`src/rtl/bracketed_command_parser_assert.svh`:
```
// Assertion macros for the parser top level; empty under synthesis.
`ifndef BRACKETED_COMMAND_PARSER_ASSERT_SVH
`define BRACKETED_COMMAND_PARSER_ASSERT_SVH
`ifndef SYNTHESIS
// Same-cycle implication, checked on every rising edge outside reset.
`define BCP_ASSERT_IMP(lbl, ante, cons) \
    lbl: assert property (@(posedge i_clk) disable iff (!i_rst_n) (ante) |-> (cons)) \
        else $error("bcp: same-cycle check failed");
// Next-cycle implication.
`define BCP_ASSERT_NXT(lbl, ante, cons) \
    lbl: assert property (@(posedge i_clk) disable iff (!i_rst_n) (ante) |=> (cons)) \
        else $error("bcp: next-cycle check failed");
`else
`define BCP_ASSERT_IMP(lbl, ante, cons)
`define BCP_ASSERT_NXT(lbl, ante, cons)
`endif
`endif

```
`src/rtl/bcp_pkg.sv`:
```
// Shared constants and types of the bracketed command parser.
package bcp_pkg;

    localparam int FRAME_BYTES     = 256;
    localparam int MAX_TOKEN_COUNT = 10;
    localparam int TOKEN_CHARS     = 31;

    localparam int FILL_W = $clog2(FRAME_BYTES);
    localparam int TIDX_W = $clog2(MAX_TOKEN_COUNT + 1);
    localparam int SPAN_W = $clog2(TOKEN_CHARS + 1);
    localparam int CNT_W  = 5;
    localparam logic [CNT_W-1:0] COUNT_MAX = 5'd31;

    localparam int VAL_W      = 16;
    localparam int OUT_DATA_W = 72;

    localparam int KW_COUNT    = 8;
    localparam int KW_JOYSTICK = 0;
    localparam int KW_J        = 1;
    localparam int KW_SLIDER   = 2;
    localparam int KW_S        = 3;
    localparam int KW_KEY      = 4;
    localparam int KW_K        = 5;
    localparam int KW_DOWN     = 6;
    localparam int KW_D        = 7;

    localparam logic [7:0] KW_TEXT [KW_COUNT][8] = '{
        '{"j", "o", "y", "s", "t", "i", "c", "k"},
        '{"j", 8'h00, 8'h00, 8'h00, 8'h00, 8'h00, 8'h00, 8'h00},
        '{"s", "l", "i", "d", "e", "r", 8'h00, 8'h00},
        '{"s", 8'h00, 8'h00, 8'h00, 8'h00, 8'h00, 8'h00, 8'h00},
        '{"k", "e", "y", 8'h00, 8'h00, 8'h00, 8'h00, 8'h00},
        '{"k", 8'h00, 8'h00, 8'h00, 8'h00, 8'h00, 8'h00, 8'h00},
        '{"d", "o", "w", "n", 8'h00, 8'h00, 8'h00, 8'h00},
        '{"d", 8'h00, 8'h00, 8'h00, 8'h00, 8'h00, 8'h00, 8'h00}
    };
    localparam logic [CNT_W-1:0] KW_LEN [KW_COUNT] = '{
        5'd8, 5'd1, 5'd6, 5'd1, 5'd3, 5'd1, 5'd4, 5'd1
    };

    localparam logic [7:0] CH_NUL      = 8'h00;
    localparam logic [7:0] CH_SPACE    = 8'h20;
    localparam logic [7:0] CH_COMMA    = 8'h2C;
    localparam logic [7:0] CH_LBRACKET = 8'h5B;
    localparam logic [7:0] CH_RBRACKET = 8'h5D;

    // command kinds and record kinds
    localparam logic [1:0] KIND_JOYSTICK = 2'd0;
    localparam logic [1:0] KIND_SLIDER   = 2'd1;
    localparam logic [1:0] KIND_KEY      = 2'd2;
    localparam logic [1:0] KIND_CLEARED  = 2'd3;
    localparam logic [1:0] CMD_UNKNOWN   = 2'd3;

    localparam int JOY_TOKENS  = 5;
    localparam int PAIR_TOKENS = 3;

    // number reader phases
    localparam logic [1:0] PH_LEAD   = 2'd0;
    localparam logic [1:0] PH_SIGN   = 2'd1;
    localparam logic [1:0] PH_DIGITS = 2'd2;
    localparam logic [1:0] PH_DONE   = 2'd3;

    typedef struct packed {
        logic              started;
        logic              pending;
        logic              ended;
        logic [SPAN_W-1:0] span;
        logic [CNT_W-1:0]  count;
        logic [KW_COUNT-1:0] flags;
        logic [VAL_W-1:0]  acc;
        logic              neg;
        logic [1:0]        phase;
    } t_tok_state;

    typedef struct packed {
        logic             started;
        logic [1:0]       cmd;
        logic [VAL_W-1:0] value;
        logic             key_down;
    } t_tok_end;

    localparam t_tok_state TOK_CLEAR = '{
        started: 1'b0, pending: 1'b0, ended: 1'b0, span: '0, count: '0,
        flags: '1, acc: '0, neg: 1'b0, phase: PH_LEAD
    };

endpackage

```
`src/rtl/bcp_token_unit.sv`:
```
// Per-character token update: trimming, keyword match and running atoi.
module bcp_token_unit
    import bcp_pkg::*;
(
    input  t_tok_state i_tok,
    input  logic [7:0] i_byte,
    input  logic       i_body,
    input  logic       i_clear,
    output t_tok_state o_tok,
    output t_tok_end   o_end
);

    function automatic logic is_ws(logic [7:0] c);
        return (c == CH_SPACE) || (c >= 8'h09 && c <= 8'h0D);
    endfunction

    function automatic t_tok_state feed_char(t_tok_state s, logic [7:0] c);
        t_tok_state       r;
        logic [7:0]       lc;
        logic             digit;
        logic [VAL_W-1:0] dval;
        r     = s;
        lc    = c;
        digit = (c >= "0") && (c <= "9");
        dval  = {8'd0, 8'(c - 8'h30)};
        if (!s.ended) begin
            if (c == CH_NUL) begin
                r.ended = 1'b1;
            end else begin
                if (c >= "A" && c <= "Z") begin
                    lc = 8'(c + 8'd32);
                end
                for (int i = 0; i < KW_COUNT; i++) begin
                    if (s.flags[i] && (s.count >= KW_LEN[i] ||
                                       KW_TEXT[i][s.count[2:0]] != lc)) begin
                        r.flags[i] = 1'b0;
                    end
                end
                if (s.count < COUNT_MAX) begin
                    r.count = s.count + CNT_W'(1);
                end
                case (s.phase)
                    PH_LEAD: begin
                        if (is_ws(c)) begin
                            r.phase = PH_LEAD;
                        end else if (c == "+" || c == "-") begin
                            r.phase = PH_SIGN;
                            if (c == "-") begin
                                r.neg = 1'b1;
                            end
                        end else if (digit) begin
                            r.acc   = dval;
                            r.phase = PH_DIGITS;
                        end else begin
                            r.phase = PH_DONE;
                        end
                    end
                    PH_SIGN: begin
                        if (digit) begin
                            r.acc   = dval;
                            r.phase = PH_DIGITS;
                        end else begin
                            r.phase = PH_DONE;
                        end
                    end
                    PH_DIGITS: begin
                        if (digit) begin
                            r.acc = (s.acc << 3) + (s.acc << 1) + dval;
                        end else begin
                            r.phase = PH_DONE;
                        end
                    end
                    default: begin
                        r.phase = s.phase;
                    end
                endcase
            end
        end
        return r;
    endfunction

    function automatic logic kw_hit(t_tok_state s, int i);
        return s.flags[i] && (s.count == KW_LEN[i]);
    endfunction

    t_tok_state w_body;

    // body character: trim spaces, keep at most TOKEN_CHARS of the span
    always_comb begin
        w_body = i_tok;
        if (i_byte == CH_SPACE) begin
            if (i_tok.started && i_tok.span < SPAN_W'(TOKEN_CHARS)) begin
                w_body.pending = 1'b1;
                w_body.span    = i_tok.span + SPAN_W'(1);
            end
        end else begin
            w_body.started = 1'b1;
            if (i_tok.pending) begin
                w_body         = feed_char(w_body, CH_SPACE);
                w_body.pending = 1'b0;
            end
            if (i_tok.span < SPAN_W'(TOKEN_CHARS)) begin
                w_body      = feed_char(w_body, i_byte);
                w_body.span = i_tok.span + SPAN_W'(1);
            end
        end
    end

    always_comb begin
        if (i_clear) begin
            o_tok = TOK_CLEAR;
        end else if (i_body) begin
            o_tok = w_body;
        end else begin
            o_tok = i_tok;
        end
    end

    // what the current token yields when a comma or ']' closes it
    always_comb begin
        o_end.started  = i_tok.started;
        o_end.value    = i_tok.neg ? VAL_W'(-i_tok.acc) : i_tok.acc;
        o_end.key_down = kw_hit(i_tok, KW_DOWN) || kw_hit(i_tok, KW_D);
        if (kw_hit(i_tok, KW_JOYSTICK) || kw_hit(i_tok, KW_J)) begin
            o_end.cmd = KIND_JOYSTICK;
        end else if (kw_hit(i_tok, KW_SLIDER) || kw_hit(i_tok, KW_S)) begin
            o_end.cmd = KIND_SLIDER;
        end else if (kw_hit(i_tok, KW_KEY) || kw_hit(i_tok, KW_K)) begin
            o_end.cmd = KIND_KEY;
        end else begin
            o_end.cmd = CMD_UNKNOWN;
        end
    end

endmodule

```
`src/rtl/bracketed_command_parser.sv`:
```
// Top level of the bracketed command parser: stream ports, frame state, record output.
// An accepted item passes through the input register, then the record register that drives o_m_tvalid.
// Throughput: one item per cycle; while a record waits on i_m_tready, hold the next item
//   in the input register and stall intake until the record is taken.
// Per-item work is one pass of the token unit plus the frame/record update logic.
// Reset (i_rst_n low, synchronous) empties both registers and clears all parser state.
`include "bracketed_command_parser_assert.svh"
module bracketed_command_parser
    import bcp_pkg::*;
(
    input  logic                  i_clk,
    input  logic                  i_rst_n,
    input  logic                  i_s_tvalid,
    output logic                  o_s_tready,
    input  logic [7:0]            i_s_tdata,  // [7:0] data_byte
    input  logic [0:0]            i_s_tuser,  // [0] operation
    output logic                  o_m_tvalid,
    input  logic                  i_m_tready,
    output logic [OUT_DATA_W-1:0] o_m_tdata,  // [15:0] first_value, [31:16] second_value,
                                              // [47:32] third_value, [63:48] fourth_value,
                                              // [64] key_pressed, [71:65] zero
    output logic [1:0]            o_m_tuser   // [1:0] record_kind
);

    // input register
    logic       r_in_valid;
    logic       r_in_op;
    logic [7:0] r_in_byte;

    // parser state
    logic [FILL_W-1:0] r_fill, n_fill;
    logic [TIDX_W-1:0] r_tidx, n_tidx;
    logic [1:0]        r_cmd, n_cmd;
    logic [VAL_W-1:0]  r_held [4];
    logic [VAL_W-1:0]  n_held [4];
    logic              r_key, n_key;
    t_tok_state        r_tok, n_tok;

    // record register
    logic             r_out_valid;
    logic [1:0]       r_out_kind, n_out_kind;
    logic [VAL_W-1:0] r_out_v [4];
    logic [VAL_W-1:0] n_out_v [4];
    logic             r_out_key, n_out_key;
    logic             n_emit;

    logic       w_adv;
    logic       w_tok_body;
    logic       w_tok_clear;
    t_tok_end   w_end;

    // state after closing the current token
    logic [TIDX_W-1:0] e_tidx;
    logic [1:0]        e_cmd;
    logic [VAL_W-1:0]  e_held [4];
    logic              e_key;

    // advance the item in the input register whenever the record slot frees up
    assign w_adv      = r_in_valid && (!r_out_valid || i_m_tready);
    assign o_s_tready = !r_in_valid || w_adv;

    bcp_token_unit u_token (
        .i_tok   (r_tok),
        .i_byte  (r_in_byte),
        .i_body  (w_tok_body),
        .i_clear (w_tok_clear),
        .o_tok   (n_tok),
        .o_end   (w_end)
    );

    // close a token: the first names the command, tokens 1..4 hold values
    always_comb begin
        e_tidx = r_tidx;
        e_cmd  = r_cmd;
        e_held = r_held;
        e_key  = r_key;
        if (w_end.started && r_tidx < TIDX_W'(MAX_TOKEN_COUNT)) begin
            if (r_tidx == '0) begin
                e_cmd = w_end.cmd;
            end
            for (int j = 0; j < 4; j++) begin
                if (r_tidx == TIDX_W'(j + 1)) begin
                    e_held[j] = w_end.value;
                end
            end
            if (r_tidx == TIDX_W'(2)) begin
                e_key = w_end.key_down;
            end
            e_tidx = r_tidx + TIDX_W'(1);
        end
    end

    // frame control and record building
    always_comb begin
        n_fill      = r_fill;
        n_tidx      = r_tidx;
        n_cmd       = r_cmd;
        n_held      = r_held;
        n_key       = r_key;
        w_tok_body  = 1'b0;
        w_tok_clear = 1'b0;
        n_emit      = 1'b0;
        n_out_kind  = KIND_CLEARED;
        n_out_v     = '{default: '0};
        n_out_key   = 1'b0;
        if (r_in_op) begin
            // link dropped: clear everything, report it
            n_fill      = '0;
            n_tidx      = '0;
            n_cmd       = KIND_JOYSTICK;
            n_held      = '{default: '0};
            n_key       = 1'b0;
            w_tok_clear = 1'b1;
            n_emit      = 1'b1;
        end else if (r_in_byte == CH_LBRACKET) begin
            // restart the frame
            n_fill      = FILL_W'(1);
            n_tidx      = '0;
            n_cmd       = KIND_JOYSTICK;
            n_held      = '{default: '0};
            n_key       = 1'b0;
            w_tok_clear = 1'b1;
        end else if (r_fill != '0 && r_fill < FILL_W'(FRAME_BYTES - 1)) begin
            n_fill = r_fill + FILL_W'(1);
            if (r_in_byte == CH_COMMA) begin
                n_tidx      = e_tidx;
                n_cmd       = e_cmd;
                n_held      = e_held;
                n_key       = e_key;
                w_tok_clear = 1'b1;
            end else if (r_in_byte != CH_RBRACKET) begin
                w_tok_body = 1'b1;
            end else begin
                // end of frame: emit if the command is known and complete
                n_fill      = '0;
                n_tidx      = '0;
                n_cmd       = KIND_JOYSTICK;
                n_held      = '{default: '0};
                n_key       = 1'b0;
                w_tok_clear = 1'b1;
                if (e_cmd == KIND_JOYSTICK && e_tidx >= TIDX_W'(JOY_TOKENS)) begin
                    n_emit     = 1'b1;
                    n_out_kind = KIND_JOYSTICK;
                    n_out_v    = e_held;
                end else if (e_cmd == KIND_SLIDER && e_tidx >= TIDX_W'(PAIR_TOKENS)) begin
                    n_emit     = 1'b1;
                    n_out_kind = KIND_SLIDER;
                    n_out_v[0] = e_held[0];
                    n_out_v[1] = e_held[1];
                end else if (e_cmd == KIND_KEY && e_tidx >= TIDX_W'(PAIR_TOKENS)) begin
                    n_emit     = 1'b1;
                    n_out_kind = KIND_KEY;
                    n_out_v[0] = e_held[0];
                    n_out_key  = e_key;
                end
            end
        end
    end

    // control registers
    always_ff @(posedge i_clk) begin
        if (!i_rst_n) begin
            r_in_valid  <= 1'b0;
            r_out_valid <= 1'b0;
            r_fill      <= '0;
            r_tidx      <= '0;
            r_cmd       <= KIND_JOYSTICK;
            r_held      <= '{default: '0};
            r_key       <= 1'b0;
            r_tok       <= TOK_CLEAR;
        end else begin
            if (o_s_tready) begin
                r_in_valid <= i_s_tvalid;
            end
            if (w_adv) begin
                r_out_valid <= n_emit;
                r_fill      <= n_fill;
                r_tidx      <= n_tidx;
                r_cmd       <= n_cmd;
                r_held      <= n_held;
                r_key       <= n_key;
                r_tok       <= n_tok;
            end else if (i_m_tready) begin
                r_out_valid <= 1'b0;
            end
        end
    end

    // payload registers
    always_ff @(posedge i_clk) begin
        if (o_s_tready) begin
            r_in_op   <= i_s_tuser[0];
            r_in_byte <= i_s_tdata;
        end
        if (w_adv && n_emit) begin
            r_out_kind <= n_out_kind;
            r_out_v    <= n_out_v;
            r_out_key  <= n_out_key;
        end
    end

    assign o_m_tvalid = r_out_valid;
    assign o_m_tuser  = r_out_kind;
    assign o_m_tdata  = {7'd0, r_out_key, r_out_v[3], r_out_v[2], r_out_v[1], r_out_v[0]};

    `BCP_ASSERT_IMP(a_tidx_bound, 1'b1, r_tidx <= TIDX_W'(MAX_TOKEN_COUNT))
    `BCP_ASSERT_NXT(a_disc_clears, w_adv && r_in_op, r_fill == '0 && r_tidx == '0)
    `BCP_ASSERT_IMP(a_cleared_zero, r_out_valid && r_out_kind == KIND_CLEARED,
        r_out_v[0] == '0 && r_out_v[1] == '0 && r_out_v[2] == '0 && r_out_v[3] == '0 &&
        !r_out_key)
    `BCP_ASSERT_IMP(a_stall_blocks, r_in_valid && r_out_valid && !i_m_tready, !o_s_tready)

endmodule

```
`config.mk`:
```
export PLATFORM = sky130hd
export DESIGN_NAME = bracketed_command_parser
export DESIGN_NICKNAME = d
export VERILOG_FILES = /design/src/rtl/bcp_pkg.sv /design/src/rtl/bcp_token_unit.sv /design/src/rtl/bracketed_command_parser.sv
export VERILOG_INCLUDE_DIRS = /design/src /design/src/rtl
export SDC_FILE = /design/constraint.sdc
export NUM_CORES = 1
export LEC_CHECK = 0
export ABC_AREA = 1
export BUFFER_PORTS_ARGS = -buffer_cell sky130_fd_sc_hd__buf_2
export CAP_MARGIN = 20
export CORE_ASPECT_RATIO = 0.5
export CORE_UTILIZATION = 27
export DETAILED_ROUTE_END_ITERATION = 6
export SLEW_MARGIN = 10
export SYNTH_ARGS = -nofsm -noshare
export SYNTH_HDL_FRONTEND = slang
export SYNTH_SLANG_ARGS = --single-unit
```
`constraint.sdc`:
```
create_clock -name i_clk -period 3.33 [get_ports i_clk]
set_input_delay 0.4995 -clock i_clk [delete_from_list [all_inputs] [get_ports i_clk]]
set_output_delay 0.4995 -clock i_clk [all_outputs]
set_load 0.005 [all_outputs]
```
Yosys cells after proc, flatten, opt, wreduce, memory -nomap -nowiden
Memories as Yosys holds them, arrays and structs flattened. Index checks and enable logic that the tools add are counted. Widths: inputs -> output; s select.

Register bits: 197. ROM bits: 1024. Input bits: 13. Output and inout port bits: 76. Memories: 16.

$add $sub $neg: 10. Order comparisons: 25. Eq/ne operators: 40. Mux-type cells: 153. Bitwise logic cells: 5. Reduce and logical (&&, ||, !) cells: 80.

Memory list: (no name shown) (words 8, width 8, read ports 1, clocked after memory_dff 0, write ports 0, RTL line bcp_token_unit.sv:35) `KW_TEXT[i][s.count[2:0]] != lc)) begin`; (no name shown) (words 8, width 8, read ports 1, clocked after memory_dff 0, write ports 0, RTL line bcp_token_unit.sv:35); (no name shown) (words 8, width 8, read ports 1, clocked after memory_dff 0, write ports 0, RTL line bcp_token_unit.sv:35); (no name shown) (words 8, width 8, read ports 1, clocked after memory_dff 0, write ports 0, RTL line bcp_token_unit.sv:35); (no name shown) (words 8, width 8, read ports 1, clocked after memory_dff 0, write ports 0, RTL line bcp_token_unit.sv:35); (no name shown) (words 8, width 8, read ports 1, clocked after memory_dff 0, write ports 0, RTL line bcp_token_unit.sv:35); 10 more memories.

Operator list (number): $mux 64 (6); $mux 8 (42); $mux 16 (11); $mux 32 (5); $mux 40 (3); $ne 8x6->1 const B (8); $ne 8x8->1 (8); $mux 1 (55); $pmux 16 s3 (1); $mux 38 (1); $logic_and 1x1->1 (35); $eq 8x6->1 const B (4); $mux 2 (15); $logic_or 1x1->1 (24); $mux 4 (6); $ge 5x3->1 const B (4); $mux 5 (4); $mux 17 (1); $add 16x16->16 (1); $add 16x8->16 (1); $neg 16->16 (1); $add 5x1->5 const B (3); $lt 5x5->1 const B (3); $mux 13 (1); 50 further kinds (70).

Logic depth before layout (Yosys ltp)
Gate-level depths: netlist (run 1).

Depth in word-level cells: 25. Depth in mapped cells: 20. Mapped depth without buffers: 20.

Hierarchy
A second synthesis (run 1) with hierarchy kept.

Cells, all modules: 1697. Area, all modules: 12707.2 um2.

By module, submodules not included: bracketed_command_parser (instances 1, cells an instance 972, area an instance 8660.8 um2, sequential area each 4704.5 um2); bcp_token_unit (instances 1, cells an instance 725, area an instance 4046.4 um2, sequential area each 0.0 um2).

Worst setup path before layout (run 1)
Ideal clock, no wire load.

Path kind: register to register. From: register r_tok[27] (netlist bit). To: register r_out_v, in the netlist o_m_tdata[0] (enable). Setup time: 0.421 ns. Arrival time: 2.843 ns. Setup slack: 0.066 ns. Cell stages (with the launch flop): 14. Buffers on the path: 0. Cell sequence: dfxtp_1 ha_1 nand3_1 o21ai_0 inv_1 nand2_1 nand2_1 nor2_1 nand2_2 nand3_1 nand2_1 nand2_1 nand2_1 inv_1.

Word-level cells in the longest chain between the ends: 19. Elaborated cells between the ends (all ways): 33.

RTL lines: start, declared (RTL line bracketed_command_parser.sv:37) `t_tok_state r_tok, n_tok;`; start signal, assigned (RTL line bracketed_command_parser.sv:182) `r_tok <= n_tok;`; $eq 5x2->1 or $eq 5x1->1 (tied branches) (RTL line bcp_token_unit.sv:83) `return s.flags[i] && (s.count == KW_LEN[i]);`; $logic_and 1x1->1 (RTL line bcp_token_unit.sv:83); $logic_or 1x1->1 (RTL line bcp_token_unit.sv:128) `end else if (kw_hit(i_tok, KW_KEY) || kw_hit(i_tok, KW_K)) begin`; $mux 1 (RTL line bcp_token_unit.sv:128); $mux 2 (RTL line bcp_token_unit.sv:126) `end else if (kw_hit(i_tok, KW_SLIDER) || kw_hit(i_tok, KW_S)) begin`; $mux 2 (*) (RTL line bcp_token_unit.sv:124) `if (kw_hit(i_tok, KW_JOYSTICK) || kw_hit(i_tok, KW_J)) begin`; $mux 2 (*) (RTL line bracketed_command_parser.sv:78) `if (r_tidx == '0) begin`; $mux 2 (*) (RTL line bracketed_command_parser.sv:77) `if (w_end.started && r_tidx < TIDX_W'(MAX_TOKEN_COUNT)) begin`; [3 not listed]; $mux 1 (RTL line bracketed_command_parser.sv:145) `end else if (e_cmd == KIND_SLIDER && e_tidx >= TIDX_W'(PAIR_TOKENS)) begin`; $mux 1 (*) (RTL line bracketed_command_parser.sv:141) `if (e_cmd == KIND_JOYSTICK && e_tidx >= TIDX_W'(JOY_TOKENS)) begin`; $mux 1 (*) (RTL line bracketed_command_parser.sv:131) `end else if (r_in_byte != CH_RBRACKET) begin`; $mux 1 (*) (RTL line bracketed_command_parser.sv:125) `if (r_in_byte == CH_COMMA) begin`; $mux 1 (*) (RTL line bracketed_command_parser.sv:123) `end else if (r_fill != '0 && r_fill < FILL_W'(FRAME_BYTES - 1)) begin`; $mux 1 (*) (RTL line bracketed_command_parser.sv:115) `end else if (r_in_byte == CH_LBRACKET) begin`; $mux 1 (*) (RTL line bracketed_command_parser.sv:106) `if (r_in_op) begin`; $logic_and 1x1->1 (*) (RTL line bracketed_command_parser.sv:195) `if (w_adv && n_emit) begin`; end signal, assigned (RTL line bracketed_command_parser.sv:197) `r_out_v <= n_out_v;`; end, declared (RTL line bracketed_command_parser.sv:42) `logic [VAL_W-1:0] r_out_v [4];`.

Every way passes the cells marked *; elsewhere a longest branch is shown, timed or not. A chain may end at the register's enable or synchronous reset.

Worst setup path after layout (run 1)
From: register r_in_byte[5]. To: register r_tok[18] (netlist bit).

Word-level cells in the longest chain between the ends: 12. Elaborated cells between the ends (all ways): 41.

RTL lines: start, declared (RTL line bracketed_command_parser.sv:28) `logic [7:0] r_in_byte;`; start signal, assigned (RTL line bracketed_command_parser.sv:193) `r_in_byte <= i_s_tdata;`; branches (longest 12 deep; another with $add 16x8->16).

Several ways; the timed one is not identified. The select of a mux whose other input is x is not followed.

==> impl_summary.log, run 1 <==
[metrics] outcome: finished clean
[metrics] Via density: 4.53
[metrics] portion of netlist area occupied by mux cells: 0.00435
[metrics] Post-Place Worst Slack: 119 ps
[metrics] starting density of the core: 0.274
[metrics] cts bufs inserted: 17
[metrics] largest family of logic cells by synthesized area: simple AND/OR/NAND/NOR gates
[metrics] number of setup violations in the final report: 0
[metrics] number of hold-slack violations in the final timing report: 0
[metrics] fin. max-slew vios: 0
[metrics] Crit Path Max Fanout: 6
[metrics] antenna violations before repair: 0
[metrics] data required time at the worst endpoint: 3660 ps
[metrics] maximum number of pins on one net before global-route repair: 68
[metrics] insertion delay to the later sink of the worst-skew pair: 450 ps
[metrics] net load switching power: 0.00145 W
[metrics] CP dominant cell by count: sky130_fd_sc_hd__nand2_1
[metrics] cell area power density: 397 nW/um2
[metrics] Arrival @ worst endpoint: 3440 ps
[metrics] cell type with the largest total area after synthesis: sky130_fd_sc_hd__dfxtp_1
[metrics] simple-gate share of the synthesized area: 0.277
[metrics] max-cap violation count: 0
[metrics] Worst slew margin: 0.318
[metrics] Max Fclk: 321 MHz
[metrics] wire length of the first global-routing pass: 48.0 mm
[metrics] Static Leak: 5.53 nW
[metrics] non-filler instance count after layout: 2,192
[metrics] post-synthesis share of cell area spent on full adders, half adders and majority gates: 0.0659
[metrics] R2R Setup Slk: 220 ps
[metrics] largest buffer count on any clock path: 2
[metrics] async set-reset flop share out of synthesis: 0
[metrics] minimum clock period: 3110 ps
[metrics] Synthesis Warnings: 0
[metrics] Pint: 0.00380 W
[metrics] total DRC errors in the routed layout: 0
[metrics] TritonCTS Sinks: 197
[metrics] critical path endpoint category: flop
[metrics] residual overflow from global routing: 0
[metrics] largest cells by area after synthesis: sky130_fd_sc_hd__dfxtp_1, sky130_fd_sc_hd__edfxtp_1, sky130_fd_sc_hd__nand2_1, sky130_fd_sc_hd__nor2_1, sky130_fd_sc_hd__ha_1
[metrics] average size of a mapped cell: 7.51 um2
[metrics] buffer type at the clock tree root: sky130_fd_sc_hd__clkbuf_16
[metrics] list of most frequent post-synthesis cells: sky130_fd_sc_hd__nand2_1, sky130_fd_sc_hd__nor2_1, sky130_fd_sc_hd__inv_1
[metrics] peak ir drop on the vdd network: 0.332 mV
[metrics] IO buf count: 81
[metrics] Overall Global Routing Usage: 0.138
[metrics] switching share of total power: 0.276
[metrics] cell count of the worst reg-to-reg path: 15
[metrics] fraction of the cycle the final worst path needs: 0.935
[metrics] area taken by multi-input logic gates: 5850 um2
[metrics] cell count after placement: 2,158
[metrics] sequential cell area in the final layout: 4700 um2
[metrics] Worst R2R Start: r_in_byte[5]
[metrics] antenna fix cells: 0
[metrics] count of different cell masters after synthesis: 55
[metrics] Detailed Route Iter0 Violations: 616
[metrics] XOR/XNOR share of the synthesized area: 0.0274
[metrics] proportion of synthesized chip area in sequential cells: 0.409
[metrics] Setup Total Neg Slack: 0 ps
[metrics] number of global-route vias before repair: 9,307
[metrics] clock tree from TritonCTS: yes
[metrics] launch point of the critical path: r_in_byte[5]
[metrics] fraction of the mapped netlist area in compound gates: 0.130
[metrics] Critical Path Source Type: flop
[metrics] routed vias: 9,937
[metrics] number of synthesized flops with an enable pin: 76
[metrics] final setup skew: 17.1 ps
[metrics] number of top-level pins: 89
[metrics] half-perimeter wire length of the detailed placement result: 21.5 mm
[metrics] start-to-end type of the worst setup path: reg -> reg
[metrics] Die Wd: 294 um
[metrics] prevailing post-synth register cell: sky130_fd_sc_hd__dfxtp_1
[metrics] area of the placeable core: 42,000 um2
[metrics] Vert. Die Dim: 148 um
[metrics] routed wire length: 29.8 mm
[metrics] Largest stage delay, worst path: 490 ps
[metrics] setup repair after global routing missed its margin: false
[metrics] Die Outline Area: 43,500 um2
[metrics] Routed Antenna Nets: 0
[metrics] endpoint of the worst setup timing path: r_tok[18]
[metrics] length of the first detailed-routing pass in iterations: 5
[metrics] share of cells above drive strength 1: 0.133
[metrics] routed wire length per instance: 13.6 um
[metrics] ordered cell list for the critical path: ha_1 > nand2_1 > nand2_1 > xor2_2 > fa_1 > ha_1 > nand2_1 > nor2_1 > nand3_1 > nand4_1 > nand2_1 > nand3_1 > or2_2 > nand4_1 > a21oi_1
[metrics] instance area after placement: 12,600 um2
[metrics] slowest cell on the critical path: sky130_fd_sc_hd__edfxtp_1
[metrics] CTS H-tree depth: 4
[metrics] fillers: 4,487
[metrics] net total in the final layout: 1,672
[metrics] Final Instance Area: 13,200 um2
[metrics] critical register-to-register path endpoint: r_tok[18]
[metrics] row count: 53
[metrics] portion of total power attributed to the clock network: 0.415
[metrics] most numerous cell in the Yosys netlist: sky130_fd_sc_hd__nand2_1
[metrics] Syn Std Cell Area: 11,500 um2
[metrics] utilization after layout: 0.315
[metrics] part of the power in registers: 0.491
[metrics] post-synthesis register bit count: 197
[metrics] Reg clk slew, reported paths: 80 ps
[metrics] worst path setup slack after routing: 215 ps
[metrics] Syn Inst Count: 1,532
[metrics] layout-stage area growth over the synthesis result: 14.9%
[metrics] Min-Delay Path Class: in -> reg
[metrics] slew at the pin with the worst max-slew slack: 1010 ps
[metrics] global placer's final weighted congestion: 0.897
[metrics] area share of the largest cell type after synthesis: 0.211
[metrics] Combinational Power Share: 0.094
[power groups by stage]
stage               combinational, W  sequential [W]  clock [W]
CTS                         0.000490         0.00258    0.00222
floorplan                   0.000356         0.00262          0
detailed placement          0.000488         0.00263          0
global placement            0.000488         0.00263          0
finish                      0.000494         0.00258    0.00218
global route                0.000558         0.00258    0.00231
[layout by cell type (no fill, tap or decap), types with 5 or more instances in the layout]
master,synthesis,layout
sky130_fd_sc_hd__nor3_1,14,14
sky130_fd_sc_hd__buf_2,22,81
sky130_fd_sc_hd__xor2_1,25,24
sky130_fd_sc_hd__edfxtp_1,76,76
sky130_fd_sc_hd__o21a_1,16,16
sky130_fd_sc_hd__nand3_1,73,73
sky130_fd_sc_hd__o21ai_0,101,100
sky130_fd_sc_hd__clkbuf_16,0,17
sky130_fd_sc_hd__ha_1,51,51
sky130_fd_sc_hd__xnor2_1,11,10
sky130_fd_sc_hd__buf_4,14,27
sky130_fd_sc_hd__nand2_1,357,357
sky130_fd_sc_hd__inv_1,159,157
sky130_fd_sc_hd__nor2_1,189,189
sky130_fd_sc_hd__fa_1,6,6
sky130_fd_sc_hd__and2_1,9,9
sky130_fd_sc_hd__nand3b_1,7,7
sky130_fd_sc_hd__conb_1,1,7
sky130_fd_sc_hd__mux2i_1,5,5
sky130_fd_sc_hd__o22ai_1,10,10
sky130_fd_sc_hd__o211ai_1,8,8
sky130_fd_sc_hd__dfxtp_1,121,121
sky130_fd_sc_hd__inv_2,7,9
sky130_fd_sc_hd__a21oi_1,112,112
sky130_fd_sc_hd__or2_2,26,26
sky130_fd_sc_hd__inv_8,0,5
sky130_fd_sc_hd__nand4_1,21,21
sky130_fd_sc_hd__a21oi_2,6,6
sky130_fd_sc_hd__nor2_4,5,6
[how the worst min path moves through the flow]
| stage | from | endpoint | slack (ps) | cells past startpoint |
|---|---|---|---|---|
| CTS | i_s_tdata[7] | r_in_byte[7] | 200 | 1 |
| finish | i_s_tdata[7] | r_in_byte[7] | 220 | 1 |
| floorplan | r_held[0] | r_held[0] | 440 | 2 |
| detailed placement | r_held[34] | r_held[34] | 450 | 2 |
| global placement | r_held[1] | r_held[1] | 440 | 2 |
| global route | i_s_tdata[5] | r_in_byte[5] | 200 | 1 |
[state kept, by name (all words and copies together) (netlist names), 2 cells and up]
signal,count
o_m_tdata,64
r_held,64
r_tok,40
r_fill,8
r_in_byte,8
r_tidx,4
o_m_tuser,2
r_cmd,2
[stage by stage]
| stage | total power (W) | hold slack [ps] |
|---|---|---|
| after floorplan | 0.00298 | 436 |
| after global placement | 0.00312 | 444 |
| after detailed placement | 0.00312 | 450 |
| after CTS | 0.00529 | 204 |
| after global routing | 0.00545 | 201 |
| final | 0.00525 | 221 |
[final cells by class]
cell class,count,area share
multi-input combinational,1104,0.443
sequential,197,0.356
tap,577,0.0546
timing repair buffer,112,0.0520
inverter,170,0.0488
clock buffer,17,0.0322
clock inverter,15,0.0142
[logic make-up after synthesis]
logic type               after synthesis
AO/OA/AOI/OAI                        271
XOR/XNOR                              36
adder cells (fa/ha/maj)               57
buffers and inverters                237
flip-flops                           197
multiplexers                           5
other                                  1
AND/OR/NAND/NOR                      728
[repair_timing]
action,in CTS,in global routing
hold buffers,0,0
setup buffers,0,2
resized for setup,0,3
setup endpoints to repair,0,4
[critical path, delay by kind of cell (launching register included)]
family,cells,cell delay [ps]
AO/OA/AOI/OAI,1,60
XOR/XNOR,1,250
adder cells (fa/ha/maj),3,1060
flip-flops,1,490
AND/OR/NAND/NOR,10,1130
[layer usage]
layer / up-vias / track usage / share of wire
li1: 5116 / - / -
met1: 4663 / 0.185 / 0.49
met2: 139 / 0.230 / 0.46
met3: 19 / 0.0247 / 0.039
met4: 0 / 0.0292 / 0.0092
met5: - / 0 / 0
Power figures use the tool's default switching activity.
==> run 2, diff against run 1 <==
--- a/config.mk
+++ b/config.mk
@@ -9,9 +9,12 @@
 export ABC_AREA = 1
 export BUFFER_PORTS_ARGS = -buffer_cell sky130_fd_sc_hd__buf_2
 export CAP_MARGIN = 20
+export CELL_PAD_IN_SITES_DETAIL_PLACEMENT = 1
+export CELL_PAD_IN_SITES_GLOBAL_PLACEMENT = 1
 export CORE_ASPECT_RATIO = 0.5
 export CORE_UTILIZATION = 27
 export DETAILED_ROUTE_END_ITERATION = 6
+export PLACE_DENSITY_LB_ADDON = 0.1
 export SLEW_MARGIN = 10
 export SYNTH_ARGS = -nofsm -noshare
 export SYNTH_HDL_FRONTEND = slang
==> impl_summary.log, run 2 (synthesis results as in run 1) <==
[metrics] outcome: finished clean
[metrics] area taken by multi-input logic gates: 5850 um2 (about the same)
[metrics] fraction of the cycle the final worst path needs: 0.927 (-0.00792)
[metrics] launch point of the critical path: r_in_byte[5]
[metrics] Crit Path Max Fanout: 6 (unchanged)
[metrics] half-perimeter wire length of the detailed placement result: 27.6 mm (+29%)
[metrics] slowest cell on the critical path: sky130_fd_sc_hd__fa_1
[metrics] R2R Setup Slk: 240 ps (+30 ps)
[metrics] antenna fix cells: 0 (unchanged)
[metrics] number of cells on the critical path: 14 (-1)
[metrics] wire length of the first global-routing pass: 58.8 mm (+22%)
[metrics] Min-Delay Path Class: in -> reg
[metrics] Die Wd: 294 um (unchanged)
[metrics] length of the first detailed-routing pass in iterations: 4 (-1)
[metrics] starting density of the core: 0.274 (unchanged)
[metrics] insertion delay to the later sink of the worst-skew pair: 460 ps (about the same)
[metrics] IO buf count: 81 (unchanged)
[metrics] row count: 53 (unchanged)
[metrics] cts bufs inserted: 17 (unchanged)
[metrics] number of global-route vias before repair: 10,685 (+15%)
[metrics] residual overflow from global routing: 0 (unchanged)
[metrics] TritonCTS Sinks: 197 (unchanged)
[metrics] critical register-to-register path endpoint: r_tok[18]
[metrics] layout-stage area growth over the synthesis result: 16.2%
[metrics] Critical Path Source Type: flop
[metrics] maximum number of pins on one net before global-route repair: 62 (-8.8%)
[metrics] Setup Total Neg Slack: 0 ps (unchanged)
[metrics] sequential cell area in the final layout: 4700 um2 (unchanged)
[metrics] max-cap violation count: 0 (unchanged)
[metrics] routed vias: 10,290 (+3.6%)
[metrics] Vert. Die Dim: 148 um (unchanged)
[metrics] number of hold-slack violations in the final timing report: 0 (unchanged)
[metrics] Routed Antenna Nets: 0 (unchanged)
[metrics] global placer's final weighted congestion: 0.835 (-7.0%)
[metrics] routed wire length per instance: 16.6 um (+22%)
[metrics] data required time at the worst endpoint: 3630 ps (-30 ps)
[metrics] setup repair after global routing missed its margin: false
[metrics] Detailed Route Iter0 Violations: 422 (-31%)
[metrics] CP dominant cell by count: sky130_fd_sc_hd__nand2_1
[metrics] clock tree from TritonCTS: yes
[metrics] cell family contributing the most delay on the critical path: adder cells
[metrics] Largest stage delay, worst path: 450 ps (-40 ps)
[metrics] Worst R2R Start: r_in_byte[5]
[metrics] Arrival @ worst endpoint: 3390 ps (-50 ps)
[metrics] critical path endpoint category: flop
[metrics] slew at the pin with the worst max-slew slack: 1020 ps (+11.1 ps)
[metrics] routed wire length: 36.8 mm (+23%)
[metrics] Post-Place Worst Slack: 150 ps (+31.0 ps)
[metrics] final setup skew: 13.5 ps (-3.58 ps)
[metrics] worst path setup slack after routing: 241 ps (+26.4 ps)
[metrics] Worst slew margin: 0.311 (-0.00746)
[metrics] cell count of the worst reg-to-reg path: 14 (-1)
[metrics] peak ir drop on the vdd network: 0.364 mV (+9.4%)
[metrics] fin. max-slew vios: 0 (unchanged)
[metrics] endpoint of the worst setup timing path: r_tok[18]
[metrics] cell area power density: 394 nW/um2 (-0.68%)
[metrics] net total in the final layout: 1,691 (+1.1%)
[metrics] minimum clock period: 3090 ps (-26.4 ps)
[metrics] Die Outline Area: 43,500 um2 (unchanged)
[metrics] antenna violations before repair: 1 (+1)
[metrics] fillers: 5,071 (+13%)
[metrics] area of the placeable core: 42,000 um2 (unchanged)
[metrics] number of top-level pins: 89 (unchanged)
[metrics] total DRC errors in the routed layout: 0 (unchanged)
[metrics] commonest non-fill, non-tap cells in the layout: sky130_fd_sc_hd__nand2_1, sky130_fd_sc_hd__nor2_1, sky130_fd_sc_hd__inv_1, sky130_fd_sc_hd__dfxtp_1, sky130_fd_sc_hd__a21oi_1
[metrics] Buf+Inv Stages, Crit Path: 2 (+2)
[metrics] leading cell type in the layout, fill and taps excluded: sky130_fd_sc_hd__nand2_1
[metrics] Static Leak: 5.62 nW (+1.7%)
[metrics] number of setup violations in the final report: 0 (unchanged)
[metrics] share of cells above drive strength 1: 0.142 (+0.00948)
[metrics] ordered cell list for the critical path: buf_4 > inv_1 > ha_1 > fa_1 > ha_1 > nand2_1 > o21ai_0 > nand2_1 > nand4_1 > nand2_1 > nand3_1 > or2_2 > nand4_1 > a21oi_1
[metrics] buffer type at the clock tree root: sky130_fd_sc_hd__clkbuf_16
[metrics] start-to-end type of the worst setup path: reg -> reg
[metrics] largest buffer count on any clock path: 2 (unchanged)
[metrics] Reg clk slew, reported paths: 80 ps (about the same)
[metrics] Overall Global Routing Usage: 0.174 (+0.0364)
[metrics] Via density: 4.65 (+2.7%)
[metrics] Max Fclk: 324 MHz (+0.85%)
[metrics] CTS H-tree depth: 4 (unchanged)
==> run 2: changes by cell type in the layout (fill, tap and decap cells not counted), moves of 2 or more <==
cell                       delta
sky130_fd_sc_hd__buf_4       +18
sky130_fd_sc_hd__inv_12       -2
sky130_fd_sc_hd__clkinv_8     +3
sky130_fd_sc_hd__inv_6        -3
==> run 2: layer usage <==
layer | share of wire | track usage | vias to the layer above
li1 | - | - | 5150
met1 | 0.48 | 0.225 | 5041
met2 | 0.49 | 0.306 | 73
met3 | 0.018 | 0.0266 | 26
met4 | 0.010 | 0.0357 | 0
met5 | 0 | 0 | -
==> run 2: power breakdown <==
group / internal (W) / switching (W)
Clock: 0.00106 / 0.00111
Sequential: 0.00253 / 0.0000391
Combinational: 0.000182 / 0.000356
==> run 2: how the worst min path moves through the flow <==
stage                       startpoint            to  slack, ps  cells after the start
final                     i_s_tdata[5]  r_in_byte[5]        220                      1
after global placement      r_held[36]    r_held[36]        440                      2
after CTS                 i_s_tdata[5]  r_in_byte[5]        190                      1
after floorplan              r_held[0]     r_held[0]        440                      2
after detailed placement    r_held[48]    r_held[48]        460                      2
after global routing      i_s_tdata[0]  r_in_byte[0]        190                      1
==> run 2: worst reg2reg max path, cell delays in order, from the launching register on <==
cell	delay (ps)
sky130_fd_sc_hd__edfxtp_1	430
sky130_fd_sc_hd__buf_4	180
sky130_fd_sc_hd__inv_1	140
sky130_fd_sc_hd__ha_1	290
sky130_fd_sc_hd__fa_1	450
sky130_fd_sc_hd__ha_1	360
sky130_fd_sc_hd__nand2_1	90
sky130_fd_sc_hd__o21ai_0	110
sky130_fd_sc_hd__nand2_1	90
sky130_fd_sc_hd__nand4_1	160
sky130_fd_sc_hd__nand2_1	120
sky130_fd_sc_hd__nand3_1	80
sky130_fd_sc_hd__or2_2	280
sky130_fd_sc_hd__nand4_1	90
sky130_fd_sc_hd__a21oi_1	60
==> run 2: what timing repair did <==
action	CTS	global route
resized for setup	0	4
buffers inserted	0	1
hold endpoints to repair	0	0
hold buffers	0	0
endpoints found under the setup margin	0	60
==> run 2: area by class of cell <==
cell class | count | share of cell area
Timing Repair Buffer | 131 | 0.0631
Tap cell | 577 | 0.0540
Clock inverter | 13 | 0.0114
Multi-Input combinational cell | 1104 | 0.437
Inverter | 170 | 0.0483
Sequential cell | 197 | 0.352
Clock buffer | 19 | 0.0340
==> run 2: per-stage QoR <==
stage                     hold WS, ps  utilization  cells  total power (W)  cell area, um2
final                             221        0.319   2211          0.00527           13400
after global routing              188        0.319   2211          0.00552           13400
after CTS                         190        0.318   2210          0.00536           13400
after detailed placement          455        0.304   2178          0.00317           12700
after global placement            444        0.304   2178          0.00316           12700
after floorplan                   436            -   1538          0.00298           11500
